--- config.mk ---
export PLATFORM = sky130hd
export DESIGN_NAME = double_ended_queue_unit
export DESIGN_NICKNAME = d
export VERILOG_FILES = /design/src/hw/rtl/deq_pkg.sv /design/src/hw/rtl/deq_cell.sv /design/src/hw/rtl/double_ended_queue_unit.sv
export SDC_FILE = /design/constraint.sdc
export NUM_CORES = 1
export LEC_CHECK = 0
export BUFFER_PORTS_ARGS = -buffer_cell sky130_fd_sc_hd__clkbuf_2
export CAP_MARGIN = 40
export CORE_MARGIN = 2
export CORE_UTILIZATION = 40
export CTS_BUF_LIST = sky130_fd_sc_hd__clkbuf_4
export CTS_CLUSTER_DIAMETER = 200
export DETAILED_ROUTE_END_ITERATION = 6
export SLEW_MARGIN = 0
export SYNTH_ARGS = -nofsm -noshare
export SYNTH_HDL_FRONTEND = slang
export SYNTH_HIERARCHICAL = 1
export SYNTH_SLANG_ARGS = --single-unit
--- constraint.sdc ---
create_clock -name clock -period 16.5 [get_ports clock]
set_clock_uncertainty 0.1 [all_clocks]
set_input_delay 3.3 -clock clock [delete_from_list [all_inputs] [get_ports clock]]
set_output_delay 3.3 -clock clock [all_outputs]
set_load 0.02 [all_outputs]
--- src/hw/rtl/deq_pkg.sv ---
// Shared types and constants for the double-ended queue unit.
// Used by deq_cell and double_ended_queue_unit; depends on nothing else.
`default_nettype none

package deq_pkg;

   localparam int WORD_W        = 32;
   localparam int DEPTH_DEFAULT = 16;

   typedef logic signed [WORD_W-1:0] word_type;

   // request operation codes
   typedef enum logic [1:0] {
      OP_PUSH_BACK  = 2'd0,
      OP_PUSH_FRONT = 2'd1,
      OP_POP_FRONT  = 2'd2,
      OP_POP_BACK   = 2'd3
   } op_type;

   // response status codes
   typedef enum logic [1:0] {
      ST_OK    = 2'd0,
      ST_EMPTY = 2'd1,
      ST_FULL  = 2'd2
   } status_type;

   // command broadcast to every cell of the chain
   typedef enum logic [2:0] {
      CMD_HOLD       = 3'd0,
      CMD_PUSH_FRONT = 3'd1,
      CMD_PUSH_BACK  = 3'd2,
      CMD_POP_FRONT  = 3'd3,
      CMD_POP_BACK   = 3'd4
   } cell_cmd_type;

   typedef struct packed {
      cell_cmd_type cmd;
      logic         lane_start;
   } cell_ctrl_type;

   // what each cell shows its neighbors
   typedef struct packed {
      logic     occ;
      logic     tag;
      word_type data;
      word_type lane;
   } cell_link_type;

endpackage

`default_nettype wire

--- src/hw/rtl/deq_cell.sv ---
// One cell of the deque chain: holds one word, its occupancy flag and one
// stage of the back-word lane. Depends on deq_pkg.
`default_nettype none

module deq_cell
   import deq_pkg::*;
(
   input  wire logic          clock,
   input  wire logic          reset,
   input  wire cell_ctrl_type ctrl,
   input  wire word_type      push_value,
   input  wire cell_link_type left,
   input  wire cell_link_type right,
   output cell_link_type      link
);

   logic     occ_ff, occ_in;
   logic     tag_ff, tag_in;
   word_type data_ff, data_in;
   word_type lane_ff, lane_in;
   logic     is_last;

   // this cell holds the back word of the queue
   assign is_last = occ_ff & ~right.occ;

   // shift, insert or remove according to the broadcast command
   always_comb begin
      occ_in  = occ_ff;
      data_in = data_ff;
      unique case (ctrl.cmd)
         CMD_HOLD: begin
         end
         CMD_PUSH_FRONT: begin
            data_in = left.data;
            occ_in  = left.occ;
         end
         CMD_PUSH_BACK: begin
            if (!occ_ff && left.occ) begin
               data_in = push_value;
               occ_in  = 1'b1;
            end
         end
         CMD_POP_FRONT: begin
            data_in = right.data;
            occ_in  = right.occ;
         end
         CMD_POP_BACK: begin
            if (is_last) begin
               occ_in = 1'b0;
            end
         end
         default: begin
         end
      endcase
   end

   // advance the back word one cell toward the front; the tag marks arrival
   assign lane_in = is_last ? data_ff : right.lane;
   assign tag_in  = ctrl.lane_start ? is_last : (tag_ff | right.tag);

   always_ff @(posedge clock) begin
      if (reset) begin
         occ_ff <= 1'b0;
         tag_ff <= 1'b0;
      end else begin
         occ_ff <= occ_in;
         tag_ff <= tag_in;
      end
   end

   always_ff @(posedge clock) begin
      data_ff <= data_in;
      lane_ff <= lane_in;
   end

   assign link.occ  = occ_ff;
   assign link.tag  = tag_ff;
   assign link.data = data_ff;
   assign link.lane = lane_ff;

endmodule

`default_nettype wire

--- src/hw/rtl/double_ended_queue_unit.sv ---
// Top level of the bounded double-ended queue: a chain of deq_cell instances
// with the request decode and the response register. Depends on deq_pkg.
//
//   channel  direction  handshake          payload
//   req      in         req_valid/stall    req_op, req_push_value
//   rsp      out        rsp_valid/stall    rsp_pop_value, rsp_status
//
// For push back, push front, pop front and any failed operation, the request
// is accepted and its response is registered at the same edge. On a pop back
// the back word walks one cell per cycle down the lane to cell 0 before it is
// returned.
// Reset (synchronous) empties the queue; the words themselves are not cleared.
// req_stall is high while a pop back is in flight or a response is stalled.
`default_nettype none

module double_ended_queue_unit
   import deq_pkg::*;
#(
   parameter int DEPTH = DEPTH_DEFAULT
) (
   input  wire logic                     clock,
   input  wire logic                     reset,
   input  wire logic                     req_valid,
   output logic                          req_stall,
   input  wire logic [1:0]               req_op,
   input  wire logic signed [WORD_W-1:0] req_push_value,
   output logic                          rsp_valid,
   input  wire logic                     rsp_stall,
   output logic signed [WORD_W-1:0]      rsp_pop_value,
   output logic [1:0]                    rsp_status
);

   cell_ctrl_type ctrl;
   cell_link_type chain [DEPTH];
   cell_link_type front_link;
   cell_link_type end_link;
   logic [DEPTH-1:0] occ_vec;

   logic       busy_ff, busy_in;
   logic       rsp_valid_ff, rsp_valid_in;
   word_type   rsp_pop_value_ff, rsp_pop_value_in;
   status_type rsp_status_ff, rsp_status_in;

   logic   req_accept;
   op_type op;
   logic   full;
   logic   empty;

   assign op         = op_type'(req_op);
   assign req_stall  = busy_ff | (rsp_valid_ff & rsp_stall);
   assign req_accept = req_valid & ~req_stall;
   assign full       = chain[DEPTH-1].occ;
   assign empty      = ~chain[0].occ;

   // the new word enters cell 0 from the front side
   assign front_link.occ  = 1'b1;
   assign front_link.tag  = 1'b0;
   assign front_link.data = req_push_value;
   assign front_link.lane = '0;

   // nothing lies past the last cell
   assign end_link.occ  = 1'b0;
   assign end_link.tag  = 1'b0;
   assign end_link.data = '0;
   assign end_link.lane = '0;

   // build the chain
   for (genvar i = 0; i < DEPTH; i++) begin : g_cell
      cell_link_type left_nb;
      cell_link_type right_nb;
      if (i == 0) begin : g_first
         assign left_nb = front_link;
      end else begin : g_mid_l
         assign left_nb = chain[i-1];
      end
      if (i == DEPTH-1) begin : g_last
         assign right_nb = end_link;
      end else begin : g_mid_r
         assign right_nb = chain[i+1];
      end
      deq_cell u_cell (
         .clock      (clock),
         .reset      (reset),
         .ctrl       (ctrl),
         .push_value (req_push_value),
         .left       (left_nb),
         .right      (right_nb),
         .link       (chain[i])
      );
      assign occ_vec[i] = chain[i].occ;
   end

   // decode the request, drive the chain and load the response
   always_comb begin
      ctrl.cmd         = CMD_HOLD;
      ctrl.lane_start  = 1'b0;
      busy_in          = busy_ff;
      rsp_valid_in     = rsp_valid_ff & rsp_stall;
      rsp_pop_value_in = rsp_pop_value_ff;
      rsp_status_in    = rsp_status_ff;
      if (busy_ff) begin
         if (chain[0].tag) begin
            ctrl.cmd         = CMD_POP_BACK;
            busy_in          = 1'b0;
            rsp_valid_in     = 1'b1;
            rsp_pop_value_in = chain[0].lane;
            rsp_status_in    = ST_OK;
         end
      end else if (req_accept) begin
         unique case (op) inside
            OP_PUSH_BACK, OP_PUSH_FRONT: begin
               rsp_valid_in     = 1'b1;
               rsp_pop_value_in = '0;
               if (full) begin
                  rsp_status_in = ST_FULL;
               end else begin
                  rsp_status_in = ST_OK;
                  ctrl.cmd      = (op == OP_PUSH_BACK) ? CMD_PUSH_BACK : CMD_PUSH_FRONT;
               end
            end
            OP_POP_FRONT: begin
               rsp_valid_in = 1'b1;
               if (empty) begin
                  rsp_pop_value_in = '0;
                  rsp_status_in    = ST_EMPTY;
               end else begin
                  rsp_pop_value_in = chain[0].data;
                  rsp_status_in    = ST_OK;
                  ctrl.cmd         = CMD_POP_FRONT;
               end
            end
            OP_POP_BACK: begin
               if (empty) begin
                  rsp_valid_in     = 1'b1;
                  rsp_pop_value_in = '0;
                  rsp_status_in    = ST_EMPTY;
               end else begin
                  ctrl.lane_start = 1'b1;
                  busy_in         = 1'b1;
               end
            end
            default: begin
            end
         endcase
      end
   end

   always_ff @(posedge clock) begin
      if (reset) begin
         busy_ff      <= 1'b0;
         rsp_valid_ff <= 1'b0;
      end else begin
         busy_ff      <= busy_in;
         rsp_valid_ff <= rsp_valid_in;
      end
   end

   always_ff @(posedge clock) begin
      rsp_pop_value_ff <= rsp_pop_value_in;
      rsp_status_ff    <= rsp_status_in;
   end

   assign rsp_valid     = rsp_valid_ff;
   assign rsp_pop_value = rsp_pop_value_ff;
   assign rsp_status    = rsp_status_ff;

`ifndef SYNTH
   // occupied cells always form one run starting at cell 0
   a_occ_packed: assert property (@(posedge clock) disable iff (reset)
      ((occ_vec & (occ_vec + 1'b1)) == '0))
      else $error("deque cells not packed toward the front");

   // a pop back in flight never coexists with a pending response
   a_busy_no_rsp: assert property (@(posedge clock) disable iff (reset)
      !(busy_ff && rsp_valid_ff))
      else $error("response pending during pop back");

   // a pop back on a non-empty queue starts the lane walk
   a_pop_back_busy: assert property (@(posedge clock) disable iff (reset)
      (req_accept && op == OP_POP_BACK && !empty) |=> busy_ff)
      else $error("pop back did not start");

   // a successful push adds exactly one word
   a_push_count: assert property (@(posedge clock) disable iff (reset)
      (req_accept && (op == OP_PUSH_BACK || op == OP_PUSH_FRONT) && !full)
      |=> ($countones(occ_vec) == $countones($past(occ_vec)) + 1))
      else $error("push did not add one word");
`endif

endmodule

`default_nettype wire

; ---- Word-level counts from Yosys, hierarchy flattened
; Index checks and enable logic that the tools add are counted.
[word_totals]
reg_bits = 1092
in_bits = 38
[op_classes]
n_eq_ne = 40
mux = 139
bitwise = 49
n_reduce_logical = 74
[op_table]
columns = operator, n
row1 = 32-bit case mux with 3 select lines, 17
row2 = 32-bit 2-to-1 mux, 36
row3 = 2-bit by 1-bit != test with 1-bit output (second input constant), 31
row4 = 1-bit 2-to-1 mux, 56
row5 = 1-bit case mux with 4 select lines, 14
row6 = 3-bit AND reduction, 14
row7 = 2-bit AND reduction, 18
row8 = 1-bit bitwise AND, 17
row9 = 2-bit 2-to-1 mux, 8
row10 = 1-bit inverter, 16
row11 = 1-bit bitwise OR, 16
row12 = 1-bit logical AND, 15
row13 = 1-bit zero test, 15
row14 = 3-bit nonzero test, 3
row15 = 4-bit nonzero test, 2
row16 = 3-bit by 2-bit == test with 1-bit output (second input constant), 2
row17 = 3-bit 2-to-1 mux, 2
row18 = 1-bit case mux with 3 select lines, 2
row19 = 2-bit case mux with 3 select lines, 1
row20 = 3-bit case mux with 2 select lines, 1
row21 = 2-bit OR reduction, 3
row22 = 2-bit == test (second input constant), 2
row23 = 4-bit 2-to-1 mux, 1
row24 = 4-bit AND reduction, 1
row25 = other kinds (9), 9

; ---- Depth between registers and ports, before layout
; Gate-level depths: netlist (run 1).
[depth]
word_depth = 10
depth_mapped = 9
depth_no_buf = 5

; ---- Cells and area by module
; Netlist (run 1), hierarchy kept.
[by_module_without_submodules]
columns = module, n_inst, cells_per_inst, area_each_um2
row1 = deq_cell, 16, 226, 2966.6
row2 = double_ended_queue_unit, 1, 102, 1597.8

; ---- Worst setup path before layout (run 1)
; No wires, ideal clock.
[synth_path]
path_type = in2reg
start = input rsp_stall
end = register g_cell[0].u_cell.data_ff[0], enable pin
arrival_time_ns = 12.371
slack_ns = 3.608
path_stages = 4
cell_sequence = and2_0 > a2111oi_1 > a31oi_1 > nor2_1
[synth_lines]
columns = item, line_no
row1 = from (decl), double_ended_queue_unit.sv:28  ; input wire logic rsp_stall,
row2 = to (signal assigned), deq_cell.sv:72  ; data_ff <= data_in;
row3 = to (decl), deq_cell.sv:19  ; word_type data_ff, data_in;

; ---- Final worst setup path (run 1)
[layout_path]
start = input rsp_stall
end = output req_stall
[layout_between]
elab_chain_cells = 2
[layout_rtl]
columns = item, line_no
row1 = 1-bit bitwise AND, double_ended_queue_unit.sv:50  ; assign req_stall = busy_ff | (rsp_valid_ff & rsp_stall);
row2 = 1-bit bitwise OR, double_ended_queue_unit.sv:50
row3 = to (decl), double_ended_queue_unit.sv:24  ; output logic req_stall,
; Every way passes these cells.

==> results of run 1 <==
## final cells by class
cell class / count / area, um2
clock inverter: 35 / 160
inverter: 33 / 124
timing repair buffer: 140 / 1520
antenna: 3 / 7.51
multi-input combinational: 2382 / 19500
sequential: 1092 / 27300
fill: 11200 / 67200
clock buffer: 504 / 3780
tap: 1625 / 2030
## worst max-delay path: cells and delay by family
kind / cells / cell delay (ns)
buffers and inverters: 2 / 0.25
AND/OR/NAND/NOR: 2 / 0.67
## where the power goes
part	total (mW)	internal, mW	switching (mW)	leakage (nW)
Clock	2.46	1.38	1.08	2.40
Sequential	3.41	3.27	0.140	9.64
Combinational	0.911	0.554	0.357	9.14
Total	6.78	5.20	1.57	21.2
## flip-flops by register name, summed over array words and instances, names as in the netlist
name / count
busy_ff: 1
g_cell.u_cell/tag_ff: 16
g_cell.u_cell/occ_ff: 16
rsp_valid: 1
rsp_pop_value: 32
g_cell.u_cell/lane_ff: 512
rsp_status: 2
g_cell.u_cell/data_ff: 512
## worst paths after layout
check                                   startpoint                                 endpoint  slack [ns]  cells after the start
max                                      rsp_stall                                req_stall        8.89                      4
min reg2reg  g_cell[12].u_cell/lane_ff[25]$_DFF_P_    g_cell[11].u_cell/lane_ff[25]$_DFF_P_        0.32                      1
min          g_cell[12].u_cell/lane_ff[25]$_DFF_P_    g_cell[11].u_cell/lane_ff[25]$_DFF_P_        0.32                      1
max reg2reg  g_cell[15].u_cell/occ_ff$_SDFFE_PP0P_  g_cell[13].u_cell/data_ff[28]$_DFFE_PP_       11.89                      9
## cell families (layout without fill, tap and decap cells)
kind of cell	after synthesis	in the layout	synth area share, %
flops	1092	1092	55.7
simple gates	641	641	5.68
compound gates	630	630	6.95
other cells	2	74	0.0153
buf+inv	313	712	5.42
mux	1040	1040	26.2
## cells in the mapped netlist (2+ instances only)
cell / number / area (um2)
and2b_2: 17 / 149
buf_2: 66 / 330
buf_6: 17 / 191
nor3b_1: 3 / 22.5
nor2b_4: 16 / 220
inv_1: 33 / 124
nand2b_1: 18 / 113
clkbuf_2: 32 / 160
buf_4: 112 / 841
a21oi_1: 16 / 80.1
o21ai_0: 528 / 2640
nor2_1: 32 / 120
mux2i_1: 512 / 5120
buf_1: 2 / 7.51
buf_12: 48 / 961
mux2_2: 48 / 541
mux2_4: 480 / 7210
o311a_1: 16 / 160
nand2_1: 514 / 1930
conb_1: 2 / 7.51
nor3_1: 32 / 160
dfxtp_1: 546 / 10900
a22o_1: 32 / 280
a31oi_1: 32 / 200
buf_8: 3 / 45.0
edfxtp_1: 546 / 16400
## through the flow
step | hold WS (ns) | area (um2) | std cells | utilization, %
global route | 0.321 | 54500 | 5814 | 44.8
detailed placement | 0.340 | 50500 | 5272 | 41.5
finish | 0.319 | 54500 | 5814 | 44.8
floorplan | 0.334 | 49300 | 3787 | -
CTS | 0.317 | 54500 | 5811 | 44.8
global placement | 0.337 | 49700 | 5239 | 40.8
## layer usage
metal | up-vias | GRT usage (%) | wire length [um]
li1 | 14000 | - | -
met1 | 12800 | 21.8 | 50100
met2 | 495 | 22.5 | 40800
met3 | 113 | 3.47 | 3730
met4 | 0 | 5.07 | 1370
met5 | - | 0 | 0
==> results.toml, run 1 <==
[cts]
cts_resized = 0
cts_buffer_depth = 4
cts_buffers = 309
clock_latency_ns = 1.18
cts-root-buf = "clkbuf_4"
ctsHoldBuffers = 0
post_cts_buffers = 0
cts.sinks = 1092
cts.htree.levels = 5
clk_pin_slew_ns = 0.06
cts_tree = "yes"

[routing]
drtIter0Drc = 1516
drc = 0
vias = 27400
wl_per_cell_um = 16.5
firstDrtPassIters = 5
vias_per_cell = 4.71
ant_nets = 0
wirelength_um = 96000

[timing]
fmax_ghz = 0.131
slew_violations = 0
fin_crit_sh_pct = 46.1
fin_ws_ns = 8.89
tns_ns = 0
hold_viol_final = 0
layout_min_cycle_time_ns = 7.61
worstMarginPinSlew_ns = 1.19
rsz0062_at_grt = "no"
maxSlewHeadroom_pct = 20.6
setup_viol = 0

[run]
max-cap-violations = 0

[place]
place_ws_ns = 8.87
dp_hpwl_um = 63800
port_buffers = 73
place.gp.congestion = 0.712

[die]
core_mm2 = 0.122
ios = 74
num_rows = 128
die_area_mm2 = 0.125
die_h_um = 354
start_util_pct = 40.3
die_w_um = 354

[synthesis]
synth_edf_count = 546
syn_avg_cell_area_um2 = 13.2
syn_area_mm2 = 0.0491
synth-async-reset-ratio_pct = 0
ys_types = 41
synth-seq-cells = 1092
ys.flop_type = "edfxtp_1"
synth-seq-area-share_pct = 55.7
syn_inst = 3718
yosysWarnings = 6

[pwr]
power_density_mw_per_mm2 = 124
leakage_nw = 21.2
total_power_mw = 6.78
ir_drop_uv = 42.3

[final_layout]
final_cell_mix = "dfxtp_1, edfxtp_1, o21ai_0"
fin_nets = 3996
area_delta_synth_final_pct = 11.0
drive_gt1_share_pct = 29.9

[critical_path]
path_cells = "clkbuf_2 -> and2_0 -> or2_2 -> clkbuf_2"
path_class = "input pin to output port"
worstPathMaxFanout = 6
worst_path_max_delay_cell = "or2_2"
cp.required_ns = 13.10
crit_top_cell = "clkbuf_2"
cp_data_arrival_time_ns = 4.21
critPathMaxStageDelay_ns = 0.36
start_kind = "input pin"
endpoint_kind = "output port"

[hold_path]
hp-class = "flop to flop"

[global_route]
grt-ovfl-total = 0
antenna_found_initial = 3
grt_use_total_pct = 15.2
grt_pass1_vias = 28300
grt_max_degree = 141
grt_pass1_wl_um = 155000

[run_status]
outcome = "complete, no violations"
Note: power is estimated with default switching activity, not from simulation.
==> inputs of run 2 (changes only) <==
Clock period 16.5 ns to 7.4 ns, I/O delays scaled along.
==> run 2 against run 1 <==
  * Worst setup slack worse by 5.6 ns
  * Sequential share of layout area rose by 0.38 points
  * Largest power group unchanged
  * Critical path type is now flop to output port
  * Routed wire length shrank 6.8%
  * Count of clock-buffer cells in the layout fell by 30
==> results.toml, run 2 (synthesized netlist as in run 1, its figures left out) <==
[timing]
maxSlewHeadroom_pct = 34.8
slew_violations = 0
fmax_ghz = 0.242
layout_min_cycle_time_ns = 4.13
fin_crit_sh_pct = 55.8
worstMarginPinSlew_ns = 0.978
hold_viol_final = 0
setup_viol = 0
rsz0062_at_grt = "no"
tns_ns = 0

[critical_path]
path_class = "flop to output port"
worst_path_max_delay_cell = "dfxtp_1"
path_delay_family = "flip-flops"
path_cells = "buf_4 -> or2_2 -> clkbuf_2"
cp_data_arrival_time_ns = 2.55
worstPathMaxFanout = 23
endpoint_kind = "output port"
critPathMaxStageDelay_ns = 0.74
path_buf_inv = 2
start_kind = "flop"
cp.required_ns = 5.82

[pwr]
leakage_nw = 21.0
pwr-share-comb_pct = 13.4
ir_drop_uv = 160
p_int_mw = 11.4
power_density_mw_per_mm2 = 274
clkPwrFrac_pct = 35.4
switchingPower_mw = 3.41
swShare_pct = 23.0
pwr-share-seq_pct = 51.2

[final_layout]
fin_util_pct = 44.4
num-fill-cells = 11300
area_delta_synth_final_pct = 10.2
final_cells = 5791
fin_area_mm2 = 0.0541
fin_nets = 3983
drive_gt1_share_pct = 29.4
final_cell_mix = "dfxtp_1, edfxtp_1, o21ai_0"

[global_route]
grt_max_degree = 131
grt-ovfl-total = 0
grt_pass1_wl_um = 146000
grt_use_total_pct = 14.2
grt_pass1_vias = 27700
antenna_found_initial = 10

[routing]
wirelength_um = 89500
vias = 26700
drc = 0
ant_nets = 0
drtIter0Drc = 1411
firstDrtPassIters = 5
wl_per_cell_um = 15.5
vias_per_cell = 4.61

[place]
place.gp.congestion = 0.726
place_area_mm2 = 0.0503
dp.cells = 5270
port_buffers = 73
dp_hpwl_um = 60900

[cts]
clk_pin_slew_ns = 0.06
cts-root-buf = "clkbuf_4"
cts_buffer_depth = 4
clock_latency_ns = 1.13
cts_buffers = 298
cts_tree = "yes"
cts.htree.levels = 5
cts_resized = 0
post_cts_buffers = 0
cts.sinks = 1092
ctsHoldBuffers = 0

[die]
num_rows = 128
ios = 74
die_h_um = 354
die_w_um = 354
die_area_mm2 = 0.125
start_util_pct = 40.3
core_mm2 = 0.122

[hold_path]
hp-class = "flop to flop"

[run]
max-cap-violations = 0

[run_status]
outcome = "complete, no violations"
[run 2: cell count changes in the layout (fill, tap and decap cells not counted), sizes merged]
| cell | before | now |
|---|---|---|
| clkbuf | 577 | 547 |
| diode | 3 | 8 |
| inv | 35 | 38 |
| buf | 67 | 65 |
| clkinv | 32 | 33 |
[run 2: worst reg2reg max path: cells and delay by family (launching register included)]
kind	cells	cell delay (ns)
buffers and inverters	2	1.53
DFF	1	0.53
AOI/OAI and AO/OA	2	0.40
muxes	1	0.46
and+or+nand+nor	1	0.53
[run 2: cell type report]
class / instances / area (um2) / share of cell area [%]
antenna: 8 / 20.0 / 0.0370
clock buffer: 474 / 3560 / 6.58
clock inverter: 39 / 176 / 0.326
inverter: 33 / 124 / 0.229
multi-input combinational: 2382 / 19500 / 36.1
sequential: 1092 / 27300 / 50.5
tap: 1625 / 2030 / 3.76
timing repair buffer: 138 / 1290 / 2.39
[run 2: final timing paths]
path	startpoint	to	slack (ns)	cells past startpoint
min	g_cell[14].u_cell/lane_ff[31]$_DFF_P_	g_cell[13].u_cell/lane_ff[31]$_DFF_P_	0.31	1
max reg2reg	g_cell[15].u_cell/occ_ff$_SDFFE_PP0P_	g_cell[2].u_cell/data_ff[27]$_DFFE_PP_	3.56	6
min reg2reg	g_cell[14].u_cell/lane_ff[31]$_DFF_P_	g_cell[13].u_cell/lane_ff[31]$_DFF_P_	0.31	1
max	busy_ff$_SDFF_PP0_	req_stall	3.27	3
[run 2: metrics by stage]
step | hold WS, ns | worst slack (ns) | total power [mW]
6_report | 0.307 | 3.27 | 14.8
5_1_grt | 0.310 | 2.96 | 15.6
4_1_cts | 0.318 | 3.01 | 15.1
3_5_place_dp | 0.341 | 2.71 | 9.72
3_3_place_gp | 0.337 | 2.54 | 9.61
2_1_floorplan | 0.334 | 1.23 | 9.41
[run 2: routing by layer]
metal / vias to the layer above / global-route usage, % / share of wire [%]
met5: - / 0 / 0.077
met4: 14 / 4.79 / 0.99
met3: 101 / 3.98 / 4.8
met2: 489 / 21.5 / 44
met1: 12100 / 19.4 / 50
li1: 14000 / - / -
[run 2: power by group through the flow]
stage	sequential (mW)	clock [mW]	combinational, mW
after floorplan	7.63	0	1.77
after global routing	7.67	5.82	2.16
after CTS	7.59	5.49	2.01
after detailed placement	7.73	0	2.00
final	7.59	5.25	1.98
after global placement	7.70	0	1.91
